## config.mk

```make
export PLATFORM = sky130hd
export DESIGN_NAME = lca_ram
export DESIGN_NICKNAME = d
export VERILOG_FILES = /design/src/sv/lca_ram.sv
export SDC_FILE = /design/constraint.sdc
export NUM_CORES = 2
export LEC_CHECK = 0
export BUFFER_PORTS_ARGS = -buffer_cell sky130_fd_sc_hd__buf_4
export CAP_MARGIN = 20
export CELL_PAD_IN_SITES_DETAIL_PLACEMENT = 0
export CELL_PAD_IN_SITES_GLOBAL_PLACEMENT = 2
export CORE_MARGIN = 5
export CORE_UTILIZATION = 45
export DETAILED_ROUTE_END_ITERATION = 8
export PLACE_DENSITY_LB_ADDON = 0.1
export SLEW_MARGIN = 25
export SYNTH_ARGS = -nofsm -noshare
export SYNTH_HDL_FRONTEND = slang
export SYNTH_SLANG_ARGS = --single-unit
```

## constraint.sdc

```tcl
create_clock -name clk -period 2.8 [get_ports clk]
set_input_delay 0 -clock clk [delete_from_list [all_inputs] [get_ports clk]]
set_output_delay 0 -clock clk [all_outputs]
set_load 0.005 [all_outputs]
```

## src/sv/lca_ram.sv

```systemverilog
module lca_ram #(
  parameter int WIDTH = 16,
  parameter int DEPTH = 128
) (
  input  logic                            clk,
  input  logic                            we,
  input  logic [$clog2(DEPTH > 1 ? DEPTH : 2)-1:0] waddr,
  input  logic [WIDTH-1:0]                wdata,
  input  logic [$clog2(DEPTH > 1 ? DEPTH : 2)-1:0] raddr,
  output logic [WIDTH-1:0]                rdata
);

  logic [WIDTH-1:0] mem [DEPTH];

  always_ff @(posedge clk) begin
    if (we) begin
      mem[waddr] <= wdata;
    end
    rdata <= mem[raddr];
  end

endmodule

```

==> reports/metrics.cfg <==
[timing]
tightestPinTransition_ns = 0.934
setup_tns_ns = 0
layout_setup_ws_ns = 0.235
fmax_mhz = 390
finalSetupViolCount = 0
min_period_over_period = 0.916
slew_headroom = 0.377
rsz0062_at_grt = false
finalMaxSlewViolations = 0
period_minus_slack_ns = 2.57
finClkSkew_ns = 0.0291
hold_violations = 0

[power]
switching_share = 0.209
p_switching_mw = 13.8
intPower_mw = 52.0
leakagePower_nw = 28.5
combPwrFrac = 0.053
pwr-share-clk = 0.428
pwr-share-seq = 0.520
power_density_nw_per_um2 = 721
ir_worst_vdd_mv = 0.648
total_power_mw = 65.8

[worst_setup_path]
crit_family = multiplexers
path_class = reg -> reg
crit_path_max_incr_delay_ns = 0.66
startpoint_type = flop
path_buf_inv = 0
crit_chain = mux4_2 > mux4_2 > mux4_2 > mux2_2
critPathArrivalTime_ns = 3.30
cp-end-kind = flop
cp.required_ns = 3.54
cp_common_cell = mux4_2
cp_max_fo = 1
cp_slowest_cell = mux4_2

[routing]
wl_met3_um = 15800
dr_wl_met2_um = 99200
dr_total_vias = 35405
top_layer_used = met5
dr.pass1.iters = 7
ant_nets = 0
drc_errors = 0
drt_iter0_drc = 3806
wl_um = 204000
met1Wirelength_um = 82500
viasPerCell = 5.91
wl_per_cell_um = 34.0

[clocking]
htree_levels = 4
numCtsBuffers = 207
cts.clk_slew.worst_paths_ns = 0.06
cts_tree = done
cts_resized = 0
insertion_delay_ns = 0.85
post_cts_buffers = 0
clock_sinks = 2064
root_buffer = clkbuf_16
clock_path_buffers = 3

[floorplanning]
core_um2 = 174000
dieArea_um2 = 183000
start_util = 0.452
die_w_um = 428
io_pins = 48
die_h_um = 428
num_rows = 153

[finish]
nFillCells = 13104
layout.nets = 3515
fin_util = 0.526
stdcell_area_um2 = 91300
drive_above_1_share = 0.367
area_growth_pct = 16.3

[placed_design]
portBuffers = 47
finalWeightedCongestion = 0.770
dpl_cell_area_um2 = 84100
dp_slack_ns = -0.123
hpwl_um = 121000

[logic_synthesis]
synth-main-ff-cell = edfxtp_1
synth_edf_count = 2048
yosysTopAreaCellShare = 0.783
synth_largest_area_cell = edfxtp_1
yosys-top-cells-count = edfxtp_1 (2048), mux4_2 (672), nor2_1 (122)
ys_ff_latch = 2064
synthArstFlopShare = 0
yosys.cell_count.top_type = edfxtp_1
ys_seq_area_frac = 0.787
synthDistinctLibCells = 17
syn_inst = 3086
synth_nets = 3118
netlist_top_cells_area = edfxtp_1 (78%), mux4_2 (19%), nor2_1 (0.58%)
syn_area_um2 = 78500
synth_area_per_cell_um2 = 25.4
yosysWarningCount = 0

[grt]
grt_pass1_wl_um = 286000
overflow = 0
antenna_found_initial = 32
grt_usage = 0.226
grt_pass1_vias = 36938
grt_max_degree = 129

[outcome]
outcome = completed

[worst_hold_path]
min_path_type = in -> reg

[run]
drv_cap = 0

[final timing paths]
check	from	to	slack, ns	depth (start not counted)
max	mem[23][11]	rdata[11]	0.23	4
max reg2reg	mem[23][11]	rdata[11]	0.23	4
min	waddr[6]	mem[123][4]	0.10	4
min reg2reg	mem[126][1]	rdata[1]	1.14	4
[flip-flops by register name, indices dropped and copies added, names as in the netlist]
signal	count
rdata	16
mem	2048
[cell type report]
| type | count | area, um2 | share of cell area |
|---|---|---|---|
| Tap cell | 2325 | 2910 | 0.0318 |
| Clock inverter | 128 | 1490 | 0.0163 |
| Antenna cell | 7 | 17.5 | 0.000192 |
| Timing Repair Buffer | 352 | 3530 | 0.0387 |
| Multi-Input combinational cell | 858 | 16100 | 0.176 |
| Sequential cell | 2064 | 61800 | 0.677 |
| Clock buffer | 260 | 5490 | 0.0601 |
[per-stage QoR]
step                hold slack [ns]  instances
floorplan                    0.0989       3086
global placement              0.415       5571
detailed placement            0.417       5571
CTS                          0.0352       5987
global route                 0.0889       5988
finish                        0.103       5994
[cells in the final DEF, fill, tap and decap left out, types with 4 or more instances in the layout]
master and count:
mux2_2 16, clkinv_1 33, clkbuf_8 9, clkbuf_1 43, inv_16 4, bufinv_16 27, nand3_1 12, nor2b_1 7
clkinv_2 46, clkinvlp_4 7, dlygate4sd3_1 28, nor2_1 112, clkbuf_16 208, edfxtp_1 2048, nor3_2 9, nor2_2 10
dfxtp_1 16, mux4_2 672, clkinv_8 4, buf_12 63, diode_2 7, nand2_1 14, buf_4 256
[layer usage]
layer / up-vias / global-route usage
met2: 1306 / 0.363
li1: 14288 / -
met5: - / 0
met1: 19495 / 0.310
met4: 10 / 0.0693
met3: 306 / 0.0557
[power groups by stage]
stage	clock (mW)	combinational (mW)	sequential (mW)
6_report	28.1	3.46	34.2
5_1_grt	30.1	3.66	34.2
4_1_cts	28.8	3.52	34.2
3_5_place_dp	0	3.48	34.9
3_3_place_gp	0	3.41	34.9
2_1_floorplan	0	1.67	34.8
[what timing repair did]
action | CTS | global route
setup endpoints to repair | 0 | 0
endpoints found under the hold margin | 2022 | 0
hold buffers | 28 | 0
[tightest hold or removal path: stages]
cell     delay [ns]
buf_4          0.14
nand4_1        0.27
nor2_1         0.07
buf_4          0.25
[cell families after synthesis]
family,after synthesis,share of synthesized area
buffers and inverters,164,0.00881
DFF,2064,0.787
muxes,688,0.195
and+or+nand+nor,170,0.00888
No activity file was read; power rests on OpenSTA's default activity.
